<file path="config.mk">
export PLATFORM = sky130hd
export DESIGN_NAME = qrc_mul_cell
export DESIGN_NICKNAME = d
export VERILOG_FILES = /design/src/design/quartic_residue_character_defines.svh /design/src/design/qrc_pkg.sv /design/src/design/qrc_mul_cell.sv
export SDC_FILE = /design/constraint.sdc
export NUM_CORES = 1
export LEC_CHECK = 0
export CORE_MARGIN = 1
export CORE_UTILIZATION = 50
export DETAILED_ROUTE_END_ITERATION = 10
export DONT_BUFFER_PORTS = 1
export HOLD_SLACK_MARGIN = 0.1
export MAX_ROUTING_LAYER = met4
export PLACE_DENSITY_LB_ADDON = 0.08
export SYNTH_ARGS = -nofsm -noshare
export SYNTH_HDL_FRONTEND = slang
export SYNTH_SLANG_ARGS = --single-unit
</file>
<file path="constraint.sdc">
create_clock -name clk -period 14 [get_ports clk]
set_input_delay 2.8 -clock clk [delete_from_list [all_inputs] [get_ports clk]]
set_output_delay 2.8 -clock clk [all_outputs]
set_load 0.02 [all_outputs]
</file>
<file path="src/design/quartic_residue_character_defines.svh">
// assertion macros for the quartic residue character block
// used by the top level only; expects clk and rst in scope
`ifndef QUARTIC_RESIDUE_CHARACTER_DEFINES_SVH
`define QUARTIC_RESIDUE_CHARACTER_DEFINES_SVH

// implication checked on every clock edge outside reset
`define QRC_ASSERT_IMPL(label, ante, cons) \
  label: assert property (@(posedge clk) disable iff (rst) (ante) |-> (cons)) \
    else $error("qrc check failed");

// implication whose consequent is checked in the next cycle
`define QRC_ASSERT_NEXT(label, ante, cons) \
  label: assert property (@(posedge clk) disable iff (rst) (ante) |=> (cons)) \
    else $error("qrc check failed");

`endif

</file>
<file path="src/design/qrc_pkg.sv">
// shared types and constants for the quartic residue character block
// no dependencies
`timescale 1ns / 1ps
`default_nettype none

package qrc_pkg;

  localparam int NumWidth = 32;
  localparam int ExpBits  = NumWidth - 2;
  localparam int MulChains = 2 * ExpBits;
  localparam int MulCells = MulChains * NumWidth;

  typedef logic [NumWidth-1:0] num_t;

  typedef enum logic [1:0] {
    CfgModulus    = 2'd0,
    CfgUnityOne   = 2'd1,
    CfgUnityTwo   = 2'd2,
    CfgUnityThree = 2'd3
  } cfg_index_t;

  typedef struct packed {
    logic valid;
    num_t num;
    num_t rem;
  } div_item_t;

  typedef struct packed {
    logic valid;
    logic zero;
    num_t base;
    num_t x;
    num_t y;
    num_t acc;
  } mul_item_t;

endpackage

`default_nettype wire

</file>
<file path="src/design/qrc_mul_cell.sv">
// one step of a shift-and-add modular multiply: acc = 2*acc + x*ybit mod modulus
// depends on qrc_pkg
`timescale 1ns / 1ps
`default_nettype none

module qrc_mul_cell import qrc_pkg::*; (
  input  wire       clk,
  input  wire       rst,
  input  num_t      modulus,
  input  mul_item_t in_item,
  output mul_item_t out_item
);

  logic [NumWidth:0] dbl;
  logic [NumWidth:0] dbl_red;
  logic [NumWidth:0] sum;
  logic [NumWidth:0] sum_red;

  always_comb begin
    dbl = {in_item.acc, 1'b0};
    if (dbl >= {1'b0, modulus}) begin
      dbl_red = dbl - {1'b0, modulus};
    end else begin
      dbl_red = dbl;
    end
    sum = dbl_red + {1'b0, in_item.x};
    if (in_item.y[NumWidth-1] && (sum >= {1'b0, modulus})) begin
      sum_red = sum - {1'b0, modulus};
    end else if (in_item.y[NumWidth-1]) begin
      sum_red = sum;
    end else begin
      sum_red = dbl_red;
    end
  end

  always_ff @(posedge clk) begin
    if (rst) begin
      out_item.valid <= 1'b0;
    end else begin
      out_item.valid <= in_item.valid;
    end
    out_item.zero <= in_item.zero;
    out_item.base <= in_item.base;
    out_item.x    <= in_item.x;
    out_item.y    <= {in_item.y[NumWidth-2:0], 1'b0};
    out_item.acc  <= sum_red[NumWidth-1:0];
  end

endmodule

`default_nettype wire

</file>
# After elaboration in Yosys (flattened, before gate mapping)
# Index checks and enable logic that the tools add are counted.
# W data, S select, Z words.
word_totals:
  ff_bits: 129
  inputBits: 164
  out_inout_bits: 130
  wordCells: 15
classes:
  add_sub_neg: 3
  order_cmp: 2
  muxes: 3
  reduce_logical: 1
op_table:
  columns: ["cell", "n"]
  rows:
  - ["$ge A33 B32 Y1", 2]
  - ["$mux W32", 2]
  - ["$add A33 B32 Y33", 1]
  - ["$mux W33", 1]
  - ["$sub A33 B32 Y33", 1]
  - ["$sub A32 B32 Y32", 1]
  - ["$logic_and A1 B1 Y1", 1]

# Longest topological paths before layout
# Gate-level depths: netlist of the first run.
logic_depth:
  word_depth: 6
  ltp_mapped: 38
  ltp_nobuf: 34

# Worst setup path before layout of the first run
# Ideal clock, no wire load.
synth_timing:
  path_type: "input to register"
  startpoint: "input port modulus[18]"
  endpoint: "register out_item[29] (netlist name)"
  setup_ns: 0.121
  arrival_time_ns: 9.298
  required_time_ns: 13.879
  slack_ns: 4.581
  cell_stages: 35
  n_path_buf: 3
  cell_sequence: "inv_1 > ha_1 > clkbuf_1 > a21o_1 > a21oi_1 > nor2_1 > or4_1 > a22o_1 > a21o_1 > a21oi_2 > buf_2 > mux2_2 > ha_1 > o21a_1 > o21ai_0 > a21oi_1 > a21oi_1 > o211ai_1 > a21oi_1 > o21ai_0 > o21ai_0 > xnor2_1 > ha_1 > clkbuf_1 > a21oi_1 > nor2_1 > a211oi_1 > o221ai_1 > and2_1 > a31oi_1 > o211ai_1 > a31oi_1 > nand2_4 > mux2_1 > mux2_4"
synth_between:
  elab_chain_cells: 6
  elab_cells_between_ends: 9
  classes_between: "add/sub (3); order compare (2); mux (3); reduce/logical (1)"
synth_rtl:
  columns: ["item", "line", "source"]
  rows:
  - ["start, declared", "qrc_mul_cell.sv:9", "input num_t modulus,"]
  - ["$sub A33 B32 Y33 or $ge A33 B32 Y1 (tied branches)", "qrc_mul_cell.sv:22, qrc_mul_cell.sv:21", null]
  - ["$mux W33", "qrc_mul_cell.sv:21", "if (dbl >= {1'b0, modulus}) begin"]
  - ["$add A33 B32 Y33", "qrc_mul_cell.sv:26", "sum = dbl_red + {1'b0, in_item.x};"]
  - ["$ge A33 B32 Y1", "qrc_mul_cell.sv:27", "if (in_item.y[NumWidth-1] && (sum >= {1'b0, modulus})) begin"]
  - ["$logic_and A1 B1 Y1", "qrc_mul_cell.sv:27", null]
  - ["$mux W32 *", "qrc_mul_cell.sv:27", null]
  - ["via sum_red[29]", "qrc_mul_cell.sv:17", "logic [NumWidth:0] sum_red;"]
  - ["end, declared", "qrc_mul_cell.sv:11", "output mul_item_t out_item"]
# Mark *: on every way through the listed nets, which the timed path passes. The rest lies on a longest branch.
# A chain may end at the register's enable or synchronous reset.

# Worst setup path after layout of the first run
layout_timing:
  startpoint: "input port modulus[2]"
  endpoint: "register out_item[29] (netlist name)"
# The elaborated chain is that of the path after synthesis.

==> results.txt, run 1 <==
The run finished with clean final reports. For the worst setup path, the data required time is approximately 14000 ps. The detailed placer's ending HPWL is about 21 mm. The part of the power in registers is 0.276.

The largest registers in the layout are out_item (129). For met2 alone, demand over resource in global routing was 0.499. The largest single stage delay on the critical path is around 700 ps. The share of flip-flops with an asynchronous set or reset is 0. The worst setup path is captured at a flop. The total core area is 16700 um2. The number of instances resized during post-cts repair came out at 0. The total of hold buffers inserted after clock tree synthesis came out at 0. The post-synthesis area per instance is around 8.5 um2. The tool flagged a number of max-cap violations equal to 0.

The number of endpoints with negative hold slack in the final report came out at 0. Of the cells placed in the final design, the portion with a size suffix greater than 1 is 0.0589. The area growth from synthesis to layout is 8.64%.

In this run the post-CTS setup repair buffer count came out at 0. The clock network fraction of total power came out at 0.228. The number of cells produced by synthesis is between 1000 and 1500. The switching share of total power is 0.438. The maximum vdd ir drop is approximately 94 uV. During I/O placement, the number of pins put on the boundary was 294. Internal power comes to 0.00109 W.

Setup repair after global routing left no endpoint under its margin. The cell area after layout came out at ~9300 um2. The final routed wire length divided by cell count is roughly 21 um. The placed standard-cell area is 8770 um2. The wire length of the first global-routing pass is about 39 mm. The maximum number of pins on one net before global-route repair is 60. The post-synthesis net count is about 1300.

met2 is the most crowded layer. After clock tree synthesis, the clock-pin slew on the worst setup and hold paths is roughly 80 ps. The areal power density over the cells is 208 nW/um2. The final critical-path required period came out at around 11000 ps. The first-pass iteration count of the detailed router is 5. The overall global routing resource usage came out at 0.299.

The number of DRC markers in iteration 0 came out at between 400 and 500. The cell area after technology mapping came out at about 8600 um2. The number of remaining DRC errors is 0. The CTS H-tree depth is 4. Of the total power, combinational logic draws 0.496. The count of fill cells added during filler insertion is approximately 1600. The floorplan step defined a die boundary enclosing between 15000 and 20000 um2. During placement, the flow inserted port buffers numbering 0. The relative slew slack is 0.418. From left edge to right edge, the die measures around 130 um. The synthesized netlist contains 77 unique library cells. The cell leakage power is ~4.2 nW. The leftover overflow at the end of global routing came out at 0. The most used flip-flop cell after synthesis is dfxtp_1. After the last flow step, the layout net total stands at about 1300. The register with the most flip-flops in the layout has 129 of them. The final count of pins violating max slew is 0. The worst setup path is launched from a primary input. The total length of routed wires came out at about 26 mm.

Clock tree synthesis inserted a total of 17 buffers. The fraction of met3 tracks used by global routing is 0.0776. The number of antenna violations at the first check in global routing was 0. The largest individual stage delay along the critical path comes from the cell a21oi_4. The via density per instance is 5.96.

The share of the Yosys chip area taken by registers is 0.300. Static timing analysis puts the maximum clock frequency at between 0.09 and 0.1 GHz. The initial core utilization is 0.515. Summing over every cut layer, the via total after detailed routing is 7383. The number of antenna diodes in the final layout is 0.

The data arrival time of the worst path is 11270 ps. The worst hold path class is primary input to flop. The clock sink count is ~130. The net switching component of the power is between 0.0008 and 0.0009 W. The met1 layer usage reported by global route is 0.352.

Along the worst path, the maximum fanout reaches 35. For the final routed database, the setup TNS stands at 0 ps. The setup-violating endpoint count in the final report came out at 0.

More flip-flops sit in one register than any other, and that register is out_item. In this design, the critical path's most frequently occurring cell is a21oi_1. The weighted congestion at the end of routability-driven global placement is 0.977. The final design utilization came out at 0.560. Counting flops and latches in the post-synthesis netlist gives 129. The type of the worst setup path is primary input to flop. The die is 133 um tall. The root buffer cell chosen for the clock tree is clkbuf_16. The site row count is 47. The number of enable-type register cells in the synthesized netlist came out at 0. The warning count from the yosys run came out at 0. The remaining antenna violation count came out at 0. TritonCTS built the clock tree. The via count of the first global-routing pass was between 7000 and 8000.

The number of buffers between clock root and the deepest sink is 2. The final critical-path share of the clock period came out at 0.783. The actual slew at the worst max-slew pin came out at around 860 ps.
placed cells by master (no fill, tap or decap), types with 7 or more instances in the layout:
master,instances
dfxtp_1,129
a21oi_1,109
ha_1,96
nor2_1,78
nand2_1,74
inv_1,58
o21ai_0,56
xnor2_1,49
a21o_1,38
xor2_1,35
mux2i_1,25
nor3_1,22
nand3_1,18
clkbuf_16,17
o21a_1,13
and3_1,13
a31oi_1,13
nand2b_1,11
nor2b_1,11
o21bai_1,10
nand4_1,10
a211oi_1,9
o211ai_1,7
mux2_2,7
inv_6,7
area by class of cell:
class,count,area (um2),area share
Tap cell,220,275,0.0295
Timing Repair Buffer,2,15.0,0.00161
Clock inverter,14,135,0.0145
Inverter,58,218,0.0233
Sequential cell,129,2580,0.276
Multi-Input combinational cell,798,5680,0.608
Clock buffer,18,439,0.0470
through the flow:
step	cells	setup WS (ps)	hold WS (ps)	total power, W
2_1_floorplan	1012	4580	2830	0.00131
3_3_place_gp	1207	2990	2830	0.00150
3_5_place_dp	1207	2770	2830	0.00149
4_1_cts	1239	3130	2380	0.00194
5_1_grt	1239	2450	2370	0.00207
6_report	1239	3040	2380	0.00195
final timing paths:
check	cells past startpoint	slack, ps	end	startpoint
setup / recovery	33	3040	out_item[29]	modulus[2]
hold / removal	0	2380	out_item[62]	in_item[61]
power by group through the flow:
stage / sequential [W] / clock [W] / combinational (W)
finish: 0.000538 / 0.000443 / 0.000967
global route: 0.000542 / 0.000467 / 0.00107
CTS: 0.000539 / 0.000448 / 0.000957
detailed placement: 0.000546 / 0 / 0.000948
global placement: 0.000547 / 0 / 0.000953
floorplan: 0.000535 / 0 / 0.000776
worst max-delay path: cells and delay by family:
| family | cells | cell delay (ps) |
|---|---|---|
| and+or+nand+nor | 4 | 860 |
| buffers and inverters | 2 | 100 |
| muxes | 3 | 1050 |
| adders and majority gates | 3 | 1140 |
| AOI/OAI and AO/OA | 20 | 5050 |
| xor gates and xnor gates | 1 | 240 |
cells in the mapped netlist, types with 10 or more instances:
| cell | number | area (um2) |
|---|---|---|
| nand2_1 | 74 | 278 |
| o21bai_1 | 10 | 75.1 |
| nand2b_1 | 11 | 68.8 |
| dfxtp_1 | 129 | 2580 |
| a21o_1 | 38 | 285 |
| inv_1 | 58 | 218 |
| nor2b_1 | 11 | 68.8 |
| nand4_1 | 10 | 62.6 |
| xor2_1 | 35 | 307 |
| a21oi_1 | 109 | 546 |
| and3_1 | 13 | 81.3 |
| ha_1 | 96 | 1200 |
| clkbuf_1 | 19 | 71.3 |
| a31oi_1 | 13 | 81.3 |
| nor3_1 | 22 | 110 |
| xnor2_1 | 49 | 429 |
| mux2i_1 | 25 | 250 |
| nand3_1 | 18 | 90.1 |
| nor2_1 | 78 | 293 |
| o21ai_0 | 56 | 280 |
| o21a_1 | 13 | 97.6 |
layer usage:
layer / vias up / routed length (um)
met5: - / 0
met4: 0 / 578
met3: 29 / 1700
met2: 287 / 12500
met1: 3415 / 11200
li1: 3652 / -
cell families after synthesis:
group / share of synthesized area
buf+inv: 0.0403
simple gates: 0.145
compound gates: 0.235
mux: 0.0448
other cells: 0.000436
fa+ha+maj: 0.147
xor+xnor: 0.0874
flops: 0.300
Note: power is estimated with default switching activity, not from simulation.
==> inputs of run 2 (changes only) <==
==> constraint.sdc (replaced) <==
create_clock -name clk -period 11.2 [get_ports clk]
set_input_delay 2.24 -clock clk [delete_from_list [all_inputs] [get_ports clk]]
set_output_delay 2.24 -clock clk [all_outputs]
set_load 0.02 [all_outputs]
==> run 2 against run 1 <==
Compared with the run above:
- hold slack worse by 560 ps
- critical path depth unchanged
- utilization about the same
- sequential power grew 25%
- power increased by 25%
- via count unchanged
- routed wire length down 0.69%
- non-clock buffer count increased by 1
- flip-flop and latch count stayed put
- largest power group unchanged
==> results.txt, run 2 (same netlist as run 1, synthesis figures left out) <==
The flow ran to the end, and the final reports show no timing, DRC or antenna violations. The overall power after layout came out at 0.00243 W (+25%). The data required time at the worst endpoint is 11520 ps (-2790 ps). The largest fanout of any net on the critical path came to 35 (unchanged). The width of the die is 133 um (unchanged). The die height came out at 133 um (unchanged).

The overall global routing resource usage is 0.304 (+0.00579). Setup repair after global routing left no endpoint under its margin. The final critical-path required period is 10020 ps. The path class of the tightest hold or removal check is primary input to flop. The final routed wire length divided by cell count came out at 20.8 um (-0.77%). The wire length of the first global-routing pass is 39.8 mm (+1.6%). The die footprint is 17700 um2 (unchanged). The number of endpoints with negative hold slack in the final report came out at 0 (unchanged).

The clock sink count came out at 129 (unchanged). The site row count is 47 (unchanged). The number of DRC markers in iteration 0 is 545 (+25%). The CTS H-tree depth came out at 4 (unchanged). In the layout the commonest cells are dfxtp_1, a21oi_1, ha_1. The areal power density over the cells is 260 nW/um2 (+25%). The number of instances resized during post-cts repair is 0 (unchanged). The first-pass iteration count of the detailed router is 5 (unchanged). The setup-violating endpoint count in the final report is 0 (unchanged). The initial core utilization came out at 0.515 (unchanged). The detailed placer's ending HPWL came out at 20.8 mm (-0.46%). The total vias in the final route is 7383 (unchanged). The number of remaining DRC errors came out at 0 (unchanged). The largest registers in the layout are out_item (129).

The total core area is 16700 um2 (unchanged). The remaining antenna violation count came out at 0 (unchanged). The hold path depth was 0 (unchanged).

The data arrival time of the worst path came out at 10340 ps (-930 ps). The worst setup path is captured at a flop. The maximum number of pins on one net before global-route repair came to 60 (unchanged). The most common cell after layout, fill and taps aside is dfxtp_1.

The cell area after layout is 9350 um2 (about the same). The clock root buffer master is clkbuf_16. The number of buffers between clock root and the deepest sink is 2 (unchanged). The weighted congestion at the end of routability-driven global placement came to 0.973 (-0.37%). The via density per instance was 5.95 (about the same). The number of antenna violations at the first check in global routing is 0 (unchanged). The worst setup path endpoint is out_item[29]. The synthesis-to-finish area growth is 8.73% (about the same). Static timing analysis puts the maximum clock frequency at 0.0998 GHz. The placed standard-cell area is 8780 um2 (about the same).

The largest stage delay on the critical path came out at 450 ps (-240 ps). out_item holds more flip-flops than any other register. The actual slew at the worst max-slew pin is 899 ps (+37.2 ps). The number of buffers added for setup after CTS came out at 0 (unchanged). The count of inserted antenna diode cells is 0 (unchanged).

The total length of routed wires is 25.8 mm (-0.69%). The final total negative setup slack came out at 0 ps (unchanged). The clock edge transition at the registers on the reported setup and hold paths was 70 ps (about the same). The final critical-path share of the clock period is 0.895. The via count of the first global-routing pass came out at 7182 (+0.028%).

The maximum vdd ir drop came out at 117 uV (+25%). The critical path starts at modulus[2]. The start point of the worst hold path is in_item[88]. STA classifies the critical path startpoint as a primary input. The type of the worst setup path is primary input to flop. The flip-flop count of the largest register, all copies and words added was 129 (unchanged). The clock tree from TritonCTS is built. The share of layout cells above drive strength 1 came to 0.0598 (+0.000923). The final design utilization came to 0.560 (about the same).

The total of hold buffers inserted after clock tree synthesis is 0 (unchanged). The number of buffers added by the clock tree synthesis step is 17 (unchanged). The cell leakage power is 4.24 nW (+0.12%). The relative slew slack is 0.393 (-0.0252). The max-capacitance violation count is 0 (unchanged). The leftover overflow at the end of global routing came out at 0 (unchanged). The final count of pins violating max slew is 0 (unchanged).

On the critical path, the stage with the largest delay is an instance of mux2_1. The number of top-level design ports is 294 (unchanged). The count of buffers inserted at the top-level ports came out at 0 (unchanged). The number of nets in the finished design is 1270 (+0.079%). Among the stages of the critical path, the cell type that occurs most often is a21oi_1.
run 2: cell count changes in the layout (fill, tap and decap cells not counted):
cell / delta
buf_4: +1
run 2: power by group:
group	internal (W)	leakage (nW)	total (W)	switching, W
registers	0.000540	1.09	0.000671	0.000131
clock network	0.000300	0.278	0.000548	0.000248
logic	0.000527	2.87	0.00121	0.000685
total	0.00137	4.24	0.00243	0.00106
run 2: stage by stage:
step,worst slack [ps],hold slack [ps],cells
global placement,1020,2270,1208
finish,1180,1820,1240
CTS,1300,1810,1240
global route,496,1810,1240
detailed placement,835,2270,1208
floorplan,2340,2270,1012
run 2: critical path: cells and delay by family:
family          cells  cell delay [ps]
buf+inv             2              100
mux                 3              980
compound gates     20             4790
xor+xnor            1              220
fa+ha+maj           3             1130
simple gates        4              830
run 2: cell type report:
class | count | area (um2)
clock buffers | 18 | 439
repair buffers | 3 | 22.5
fillers | 1567 | 7350
flip-flops and latches | 129 | 2580
inverters | 58 | 218
multi-input cells | 798 | 5680
well taps | 220 | 275
clock inverters | 14 | 135
run 2: metal layers:
metal  global-route usage  part of all wire  wire [um]
met1                0.353              0.42      10800
met2                0.500              0.48      12300
met3               0.0906             0.079       2040
met4                0.104             0.025        655
met5                    -                 0          0
run 2: how the worst min path moves through the flow:
stage | endpoint
after floorplan | out_item[100]
after global placement | out_item[126]
after detailed placement | out_item[49]
after CTS | out_item[86]
after global routing | out_item[72]
final | out_item[88]
