### config.mk
export PLATFORM = sky130hd
export DESIGN_NAME = qrc_div_cell
export DESIGN_NICKNAME = d
export VERILOG_FILES = /design/src/design/quartic_residue_character_defines.svh /design/src/design/qrc_pkg.sv /design/src/design/qrc_div_cell.sv
export SDC_FILE = /design/constraint.sdc
export NUM_CORES = 1
export LEC_CHECK = 0
export ABC_AREA = 1
export BUFFER_PORTS_ARGS = -buffer_cell sky130_fd_sc_hd__clkbuf_2
export CAP_MARGIN = 20
export CORE_ASPECT_RATIO = 0.75
export CORE_UTILIZATION = 54
export CTS_CLUSTER_DIAMETER = 60
export DETAILED_ROUTE_END_ITERATION = 10
export GPL_ROUTABILITY_DRIVEN = 0
export PLACE_DENSITY = 0.94
export SYNTH_ARGS = -nofsm -noshare
export SYNTH_HDL_FRONTEND = slang
export SYNTH_SLANG_ARGS = --single-unit
### constraint.sdc
create_clock -name clk -period 4.2 [get_ports clk]
set_input_delay 0.84 -clock clk [delete_from_list [all_inputs] [get_ports clk]]
set_output_delay 0.84 -clock clk [all_outputs]
set_load 0.005 [all_outputs]
### src/design/quartic_residue_character_defines.svh
// assertion macros for the quartic residue character block
// used by the top level only; expects clk and rst in scope
`ifndef QUARTIC_RESIDUE_CHARACTER_DEFINES_SVH
`define QUARTIC_RESIDUE_CHARACTER_DEFINES_SVH

// implication checked on every clock edge outside reset
`define QRC_ASSERT_IMPL(label, ante, cons) \
  label: assert property (@(posedge clk) disable iff (rst) (ante) |-> (cons)) \
    else $error("qrc check failed");

// implication whose consequent is checked in the next cycle
`define QRC_ASSERT_NEXT(label, ante, cons) \
  label: assert property (@(posedge clk) disable iff (rst) (ante) |=> (cons)) \
    else $error("qrc check failed");

`endif

### src/design/qrc_pkg.sv
// shared types and constants for the quartic residue character block
// no dependencies
`timescale 1ns / 1ps
`default_nettype none

package qrc_pkg;

  localparam int NumWidth = 32;
  localparam int ExpBits  = NumWidth - 2;
  localparam int MulChains = 2 * ExpBits;
  localparam int MulCells = MulChains * NumWidth;

  typedef logic [NumWidth-1:0] num_t;

  typedef enum logic [1:0] {
    CfgModulus    = 2'd0,
    CfgUnityOne   = 2'd1,
    CfgUnityTwo   = 2'd2,
    CfgUnityThree = 2'd3
  } cfg_index_t;

  typedef struct packed {
    logic valid;
    num_t num;
    num_t rem;
  } div_item_t;

  typedef struct packed {
    logic valid;
    logic zero;
    num_t base;
    num_t x;
    num_t y;
    num_t acc;
  } mul_item_t;

endpackage

`default_nettype wire

### src/design/qrc_div_cell.sv
// one restoring division step: shifts in one bit of the value and reduces by the modulus
// depends on qrc_pkg
`timescale 1ns / 1ps
`default_nettype none

module qrc_div_cell import qrc_pkg::*; (
  input  wire       clk,
  input  wire       rst,
  input  num_t      modulus,
  input  div_item_t in_item,
  output div_item_t out_item
);

  logic [NumWidth:0] trial;
  logic [NumWidth:0] trial_red;

  always_comb begin
    trial = {in_item.rem, in_item.num[NumWidth-1]};
    if (trial >= {1'b0, modulus}) begin
      trial_red = trial - {1'b0, modulus};
    end else begin
      trial_red = trial;
    end
  end

  always_ff @(posedge clk) begin
    if (rst) begin
      out_item.valid <= 1'b0;
    end else begin
      out_item.valid <= in_item.valid;
    end
    out_item.num <= {in_item.num[NumWidth-2:0], 1'b0};
    out_item.rem <= trial_red[NumWidth-1:0];
  end

endmodule

`default_nettype wire

## After elaboration in Yosys (flattened, before gate mapping)

Index checks and enable logic that the tools add are counted.

- Magnitude comparators: 1
- Muxes and demuxes: 1
- Add/subtract/negate cells: 1

Operator list:

| operator | number |
|---|---|
| 33-bit by 32-bit greater-or-equal comparator with 1-bit output | 1 |
| 32-bit 2-to-1 mux | 1 |
| 32-bit subtractor | 1 |

- Flip-flop bits (word level): 64
- Output and inout port bits: 65
- Logic and storage cells: 6
- Input bits: 99

## Depth between registers and ports, before layout

Gate-level depths: netlist of run 1.

- Word-level depth: 2
- Mapped depth: 15
- Gate-level depth less buffers: 14

## Worst setup path before layout of run 1

Ideal clock, no wire load.

- Kind: input-to-reg
- From: input port in_item[63] (netlist name)
- To: register out_item[28] (netlist name)
- Buffers on the path: 0
- Slack: 1.897 ns
- Stages: 12
- Arrival time: 2.191 ns
- Setup time: 0.112 ns
- Cell sequence: inv_1 -> ha_1 -> inv_1 -> fa_1 -> nand3_1 -> nand3_1 -> nand3_1 -> nand3b_1 -> nand2_1 -> nand3b_1 -> nand3_2 -> nand2_1

- Cells in the longest elaborated chain, start to end: 2
- Elaborated cells between the ends (all ways): 3

RTL lines:

| element | RTL line | source |
|---|---|---|
| start, declared | qrc_div_cell.sv:10 | `input div_item_t in_item,` |
| 32-bit subtractor / 33-bit by 32-bit greater-or-equal comparator with 1-bit output (equally long branches) | qrc_div_cell.sv:20, qrc_div_cell.sv:19 |  |
| 32-bit 2-to-1 mux * | qrc_div_cell.sv:19 | `if (trial >= {1'b0, modulus}) begin` |
| net trial_red[28] | qrc_div_cell.sv:15 | `logic [NumWidth:0] trial_red;` |
| end, declared | qrc_div_cell.sv:11 | `output div_item_t out_item` |

Mark *: on every way through the listed nets, which the timed path passes. The rest lies on a longest branch.
A chain may end at the register's enable or synchronous reset.

## Final worst setup path of run 1

- From: input port modulus[21]
- To: register out_item[16] (netlist name)

- Cells in the longest elaborated chain, start to end: 2

RTL lines:

| element | RTL line | source |
|---|---|---|
| start, declared | qrc_div_cell.sv:9 | `input num_t modulus,` |
| 33-bit by 32-bit greater-or-equal comparator with 1-bit output | qrc_div_cell.sv:19 |  |
| 32-bit 2-to-1 mux | qrc_div_cell.sv:19 |  |
| net trial_red[16] | qrc_div_cell.sv:15 |  |

The timed path passes the listed nets, and every way through them passes these cells.

==> results of run 1 <==
## worst max-delay path by stage
stage / startpoint / to / slack, ns
global placement: modulus[21] / out_item[17] / 1.34
global route: modulus[21] / out_item[11] / 1.44
detailed placement: modulus[21] / out_item[17] / 1.29
finish: modulus[21] / out_item[16] / 1.61
floorplan: in_item[63] / out_item[28] / 1.90
CTS: modulus[21] / out_item[14] / 1.65
## stage by stage
step / power [mW] / utilization, %
global route: 1.998 / 69.82
detailed placement: 1.289 / 67.14
global placement: 1.273 / 67.14
finish: 1.884 / 69.82
floorplan: 1.088 / -
CTS: 1.888 / 69.82
## layout make-up
type                       instances  area, um2
tap                              105      131.4
fill                             703       2411
inverter                         149      559.3
timing repair buffer             163      818.3
multi-input combinational        495       2572
clock inverter                     3      65.06
sequential                        64       1281
clock buffer                      13      148.9
## report_power, final
part           leakage [nW]  switching, mW  internal, mW  total (mW)
sequential            0.540         0.0204         0.685       0.706
combinational          2.86          0.355         0.234       0.589
clock                 0.108          0.239         0.350       0.589
total                  3.51          0.614          1.27        1.88
## logic make-up (layout without fill, tap and decap cells)
group | after synthesis | after routing | synth area share, %
buffers and inverters | 159 | 328 | 14.30
AO/OA/AOI/OAI | 21 | 21 | 2.448
flip-flops | 64 | 64 | 28.49
other | 1 | 1 | 0.08339
adder cells (fa/ha/maj) | 33 | 33 | 9.349
XOR/XNOR | 14 | 14 | 2.727
AND/OR/NAND/NOR | 426 | 426 | 42.60
## critical path: stages
cell	delay (ns)
clkbuf_2	0.07
inv_1	0.03
ha_1	0.34
nand2_1	0.10
inv_1	0.06
nand2_1	0.13
inv_1	0.06
nand2_1	0.07
nor2_1	0.07
nand2_1	0.07
nand2_1	0.08
nor2_4	0.39
buf_4	0.33
nand3_1	0.12
nand2_1	0.10
## synth_stat cells, drive strengths merged
| cell type | count | area [um2] |
|---|---|---|
| nand3b | 11 | 82.58 |
| o21ai | 1 | 5.000 |
| conb | 1 | 3.750 |
| nor2 | 43 | 183.9 |
| inv | 149 | 559.3 |
| fa | 1 | 20.02 |
| ha | 32 | 400.4 |
| nand3 | 70 | 430.4 |
| nor3 | 9 | 55.05 |
| a21oi | 18 | 90.09 |
| a21o | 2 | 15.01 |
| dfxtp | 64 | 1281 |
| nand2 | 282 | 1095 |
| nand4 | 3 | 18.77 |
| buf | 10 | 83.83 |
| and2 | 8 | 50.05 |
| xor2 | 14 | 122.6 |
## layer usage
metal  vias up  share of wire [%]  global-route usage [%]
met3        32                 11                   6.421
met2       286                 43                   43.55
met4         0                2.2                   12.05
li1       2488                  -                       -
met5         -                  0                       0
met1      2140                 45                   38.56
==> results_dict.tcl, run 1 <==
set metrics [dict create \
    num_antenna_cells 0 \
    placed_cell_area_um2 5363 \
    dp.cells 976 \
    syn_inst 718 \
    core_area_um2 7988 \
    final_net_count 1014 \
    area_growth_pct 24.01 \
    first_global_vias 4322 \
    largest_reg_flops 64 \
    min_path_cells 1 \
    drt_iter0_markers 441 \
    crit_path_start_kind "input port" \
    ir_worst_vdd_uv 280.3 \
    synth.distinct_cells 28 \
    final_cell_mix "nand2_1 (275), clkbuf_2 (162), inv_1 (149), dfxtp_1 (64), nand3_1 (54)" \
    dp_slack_ns 1.286 \
    drt-pass1-iter-count 5 \
    tns_ns 0 \
    ios 164 \
    worst_ep_arrival_time_ns 2.88 \
    cts_setup_buffers 0 \
    post-route-drc-count 0 \
    outcome "complete, no violations" \
    critPathKind "in2reg" \
    via_per_inst 4.986 \
    power.leakage_nw 3.511 \
    ctsHoldBuffers 0 \
    drt-wirelength-per-cell_um 12.30 \
    vias 4946 \
    final_area_um2 5577 \
    die-area_um2 8700 \
    grt_usage_pct 28.43 \
    largestRegisters "out_item x64" \
    largest_register "out_item" \
    drtAntennaViolNets 0 \
    numCtsBuffers 9 \
    synth_area_um2 4497 \
    rsz0062_at_grt "no" \
    cts_tree "yes" \
    cts.sinks 64 \
    io_buffers 162 \
    required_ns 4.49 \
    drive_gt1_share_pct 23.22 \
    cts_buffer_depth 2 \
    seq_area_frac_synth_pct 28.49 \
    ys_warn_count 0 \
    synth_area_per_cell_um2 6.263 \
    final_hold_viol_count 0 \
    crit_fanout 18 \
    layoutNonFillerInstCount 992 \
    cp-end-kind "register" \
    fmax_ghz 0.3861 \
    min_period_ns 2.590 \
    hp-start "in_item[45]" \
    max_cap_violations 0 \
    root_buffer "clkbuf_8" \
    grt_pass1_wl_um 19170 \
    fp.dieW_um 107.4 \
    cts_resized 0 \
    fin_ws_ns 1.610 \
    holdPathEnd "out_item[46]" \
    clkTransAtPathRegs_ns 0.08 \
    gr-total-overflow 0 \
    drt-total-wl_um 12210 \
    holdCritPathClass "in2reg" \
    slew_viol_final 0 \
    fin_crit_sh_pct 61.67 \
    die_h_um 81.03 \
    rows 28 \
    htreeDepth 3 \
    final_common_cell "nand2_1" \
    antenna_found_initial 0 \
    dp_hpwl_um 9520 \
    ys_ff_latch 64 \
    synthesis.nets 850 \
    whs_ns 0.5896 \
    grt_max_degree 34 \
    initial_core_util_pct 56.30 \
    setup_viol 0 \
    powerDensity_nw_per_um2 337.8 \
]
Power figures use the tool's default switching activity.
==> run 2, diff against run 1 <==
Settings changed: ABC_AREA 1 to 0, CORE_UTILIZATION 54 to 47, PLACE_DENSITY 0.94 to 0.88.
Clock period 4.2 ns to 2.66 ns, I/O delays scaled along.
==> run 2 against run 1 <==
Clock power rose by 77%. Clock-buffer cell count fell by 4. Design area fell by 8.2%. Global-route usage fell by 1.1 points. Sequential cell count did not move. Final cell count fell by 27%. Critical path type unchanged. Critical endpoint is now out_item[24].
==> results_dict.tcl, run 2 <==
set metrics [dict create \
    required_ns 2.95 \
    htreeDepth 3 \
    final_hold_viol_count 0 \
    synth_area_per_cell_um2 8.669 \
    core_area_um2 7027 \
    vias 3871 \
    grt_pass1_wl_um 16940 \
    synth_area_um2 3528 \
    via_per_inst 5.310 \
    grt_busiest_layer "met2" \
    drt-pass1-iter-count 5 \
    holdCritPathClass "in2reg" \
    use_met1_pct 33.65 \
    use_met2_pct 44.70 \
    crit_path_start_kind "input port" \
    globalRouteMet3Util_pct 5.925 \
    yosysTopAreaCell "dfxtp_1" \
    first_global_vias 3786 \
    die_h_um 77.04 \
    powerDensity_nw_per_um2 599.7 \
    rsz0062_at_grt "yes" \
    drt_iter0_markers 250 \
    p_clk_share_pct 34.0 \
    ir_worst_vdd_uv 376.5 \
    root_buffer "clkbuf_8" \
    outcome "complete, no violations" \
    grt_max_degree 15 \
    power_frac_seq_pct 36.7 \
    area_growth_pct 45.07 \
    io_buffers 162 \
    power.internal_mw 2.173 \
    dp.cells 712 \
    seq_area_frac_synth_pct 36.31 \
    comb_power_share_pct 29.3 \
    fin_crit_sh_pct 98.66 \
    final_common_cell "clkbuf_2" \
    dp_hpwl_um 8356 \
    critPathKind "in2reg" \
    crit_fanout 3 \
    synthArstFlopShare_pct 0 \
    gr-total-overflow 0 \
    setup_viol 0 \
    final_util_pct 72.85 \
    drt-wirelength-per-cell_um 14.38 \
    layoutNonFillerInstCount 729 \
    antenna_found_initial 0 \
    max_cap_violations 0 \
    power.leakage_nw 2.690 \
    syn_inst 407 \
    ys_warn_count 0 \
    final_area_um2 5119 \
    placed_cell_area_um2 4851 \
    drive_gt1_share_pct 41.36 \
    ctsHoldBuffers 0 \
    synthesis.nets 539 \
    final_cell_mix "clkbuf_2 (162), dfxtp_1 (64), buf_4 (64), inv_1 (40), a21oi_1 (34)" \
    min_period_ns 2.624 \
    p_switching_mw 0.8968 \
    clkTransAtPathRegs_ns 0.08 \
    largest_reg_flops 64 \
    synth_edf_count 0 \
    num_antenna_cells 0 \
    fp.dieW_um 102.0 \
    whs_ns 0.2802 \
    slew_viol_final 0 \
    largest_register "out_item" \
    initial_core_util_pct 50.21 \
    cp-end-kind "register" \
    ios 164 \
    yosys.area.top_type_share_pct 36.31 \
    die-area_um2 7861 \
    ys.flop_type "dfxtp_1" \
    synth.distinct_cells 56 \
    fmax_ghz 0.3810 \
    rows 26 \
    cts_tree "yes" \
    yosys-top-cells-area "dfxtp_1 (36%), ha_1 (11%), a21oi_1 (5.0%)" \
    cts_buffer_depth 2 \
    grt_usage_pct 27.34 \
    worst_ep_arrival_time_ns 2.91 \
    post-route-drc-count 0 \
    final_net_count 758 \
    drtAntennaViolNets 0 \
    largestRegisters "out_item x64" \
    numCtsBuffers 9 \
    yosysMostFrequentCell "dfxtp_1" \
    cts.sinks 64 \
    swShare_pct 29.22 \
    ys_ff_latch 64 \
    drt-total-wl_um 10480 \
    yosys-top-cells-count "dfxtp_1 (64), inv_1 (40), a21oi_1 (35)" \
]
run 2: kinds of logic (layout without fill, tap and decap cells):
| family | count (synthesis) | after routing | synth area share [%] |
|---|---|---|---|
| AOI/OAI and AO/OA | 124 | 124 | 23.08 |
| other | 1 | 1 | 0.1063 |
| muxes | 3 | 3 | 1.170 |
| buffers and inverters | 58 | 282 | 6.808 |
| adders and majority gates | 33 | 33 | 11.91 |
| xor gates and xnor gates | 25 | 25 | 6.206 |
| DFF | 64 | 64 | 36.31 |
| and+or+nand+nor | 99 | 99 | 14.40 |
run 2: layer usage:
layer  up-vias  wire, um
met5         -         0
met4         0       296
met3        31       940
met2       218      4855
met1      1738      4391
li1       1884         -
run 2: worst paths after layout:
kind | depth (start not counted) | from | to
max | 13 | in_item[63] | out_item[24]
min | 1 | in_item[43] | out_item[44]
run 2: worst max-delay path, cell delays in order:
cell and delay [ns]:
clkbuf_2 0.09, inv_1 0.05, ha_1 0.16, inv_1 0.06, fa_2 0.37, a21oi_2 0.20, o21ai_2 0.09, a211o_1 0.36
a221oi_2 0.32, o21ai_2 0.09, a221o_1 0.34, xnor2_2 0.14, o21ai_1 0.11
run 2: area by class of cell:
cell class | count | area (um2)
Sequential cell | 64 | 1281
Clock inverter | 7 | 125.1
Clock buffer | 9 | 123.9
Multi-Input combinational cell | 285 | 2024
Fill cell | 538 | 1908
Timing Repair Buffer | 226 | 1291
Inverter | 40 | 150.1
Tap cell | 98 | 122.6
run 2: power groups by stage:
stage	registers, mW	logic [mW]	clock network, mW
final	1.13	0.899	1.04
after floorplan	1.16	0.446	0
after global placement	1.14	0.844	0
after CTS	1.13	0.883	1.06
after detailed placement	1.15	0.874	0
after global routing	1.14	0.988	1.11
run 2: timing repair:
item                       4_1_cts  5_1_grt
buffers inserted                 0        1
setup endpoints to repair        0        1
resized for setup                0        2
run 2: metrics by stage:
stage                     setup TNS, ns  setup slack [ns]  total power [mW]
after floorplan                -0.02938          -0.02938             1.605
after global placement           -1.950           -0.1572             1.989
after detailed placement         -4.371           -0.2997             2.021
after CTS                             0           0.07341             3.073
after global routing           -0.09915          -0.07864             3.235
final                                 0           0.03563             3.070
==> run 3, diff against run 2 <==
Settings changed: SETUP_SLACK_MARGIN set to 0.4.
==> run 3 against run 2 <==
The flow now finishes with violations (negative setup slack). Clock power rose by 9%. Critical path depth fell by 2. Clock-buffer cell count increased by 1. Final cell count grew 4.8%. Design area up 25%. Via count grew 31%. Global-route usage rose by 9.0 points. Fmax is 2.6% lower. Total power rose by 19%. Sequential share of layout area is 5.0 points lower. Die area unchanged. Highest routed layer unchanged.
==> results_dict.tcl, run 3 (same netlist as run 2, synthesis figures left out) <==
set metrics [dict create \
    outcome "finished, violations left" \
    violations "negative setup slack" \
    die-area_um2 7861 \
    critPathKind "in2reg" \
    core_area_um2 7027 \
    crit_path_start_kind "input port" \
    via_per_inst 6.626 \
    grt_pass1_wl_um 21960 \
    fp.dieW_um 102.0 \
    htreeDepth 3 \
    antenna_found_initial 0 \
    area_growth_pct 81.56 \
    largest_register "out_item" \
    rsz0062_at_grt "yes" \
    post-route-drc-count 0 \
    powerDensity_nw_per_um2 569.6 \
    drt-total-wl_um 19990 \
    drt_iter0_markers 736 \
    rows 26 \
    final_net_count 793 \
    root_buffer "clkbuf_8" \
    grt_usage_pct 36.29 \
    crit_fanout 4 \
    setup_viol 2 \
    grt_max_degree 17 \
    fin_crit_sh_pct 101.3 \
    required_ns 2.95 \
    cts_tree "yes" \
    first_global_vias 4504 \
    die_h_um 77.04 \
    initial_core_util_pct 50.21 \
    io_buffers 162 \
    fmax_ghz 0.3711 \
    whs_ns 0.2493 \
    max-slew-margin-rel_pct 57.15 \
    drtAntennaViolNets 0 \
    largestRegisters "out_item x64" \
    holdCritPathClass "in2reg" \
    vias 5062 \
    final_common_cell "clkbuf_2" \
    fillers 277 \
    gr-total-overflow 0 \
    seqCellArea_um2 1281 \
    slew_viol_final 0 \
    drt-wirelength-per-cell_um 26.17 \
    fin_ws_ns -0.03502 \
    ir_worst_vdd_uv 534.7 \
    finalPower_mw 3.649 \
    worst_pin_slew_ns 0.6344 \
    ios 164 \
    clkTransAtPathRegs_ns 0.10 \
    final_area_um2 6406 \
    cts_buffer_depth 2 \
    power.leakage_nw 3.028 \
    num_antenna_cells 0 \
    multiInputGateArea_um2 2751 \
    cp-end-kind "register" \
    numCtsBuffers 9 \
    min_period_ns 2.695 \
    dp_hpwl_um 9090 \
    placed_cell_area_um2 5239 \
    largest_reg_flops 64 \
    final_cell_mix "clkbuf_2 (149), buf_4 (82), dfxtp_1 (64), inv_1 (26)" \
    drt-pass1-iter-count 6 \
    dp_slack_ns -0.2613 \
    final_hold_viol_count 0 \
    cts.sinks 64 \
    max_cap_violations 0 \
    worst_ep_arrival_time_ns 2.98 \
    drive_gt1_share_pct 60.21 \
]
## run 3: what timing repair did
item / CTS / global route
pin swaps: 16 / 37
cloned: 2 / 2
endpoints found under the setup margin: 32 / 32
resized for setup: 36 / 102
setup buffers: 3 / 19
hold buffers: 0 / 0
## run 3: report_power, final
| part | switching [mW] | internal (mW) | total, mW |
|---|---|---|---|
| clock | 0.478 | 0.654 | 1.13 |
| sequential | 0.0450 | 1.09 | 1.13 |
| combinational | 0.736 | 0.649 | 1.39 |
| total | 1.26 | 2.39 | 3.65 |
## run 3: critical path, cell delays in order
cell,delay (ns)
clkbuf_2,0.09
inv_2,0.04
ha_4,0.24
a21o_1,0.21
a211o_1,0.37
a2111oi_4,0.32
a21bo_2,0.33
a31oi_4,0.30
o21bai_2,0.13
xnor2_1,0.16
a21oi_1,0.25
## run 3: area by class of cell
cell class                 instances  area share [%]
multi-input combinational        285           42.95
timing repair buffer             261           28.20
sequential                        64           20.00
inverter                          40           2.969
clock buffer                      10           2.148
tap                               98           1.914
clock inverter                     6           1.816
## run 3: path summary, 6_finish.rpt
path | from | endpoint | slack [ns] | cells past startpoint
setup / recovery | modulus[15] | out_item[28] | -0.04 | 11
hold / removal | in_item[57] | out_item[58] | 0.25 | 1
## run 3: layer usage
metal	up-vias	wire (um)	GRT usage [%]	share of wire [%]
li1	1953	-	-	-
met1	2229	6480	41.61	32
met2	599	8309	59.60	42
met3	281	2941	10.03	15
met4	0	2261	21.86	11
met5	-	0	0	0
## run 3: metrics by stage
stage          util (%)  cells  setup TNS, ns
2_1_floorplan         -    407              0
3_3_place_gp      74.55    722         -3.376
3_5_place_dp      74.55    722         -5.898
4_1_cts           81.77    743              0
5_1_grt           91.17    764         -4.436
6_report          91.17    764       -0.04462
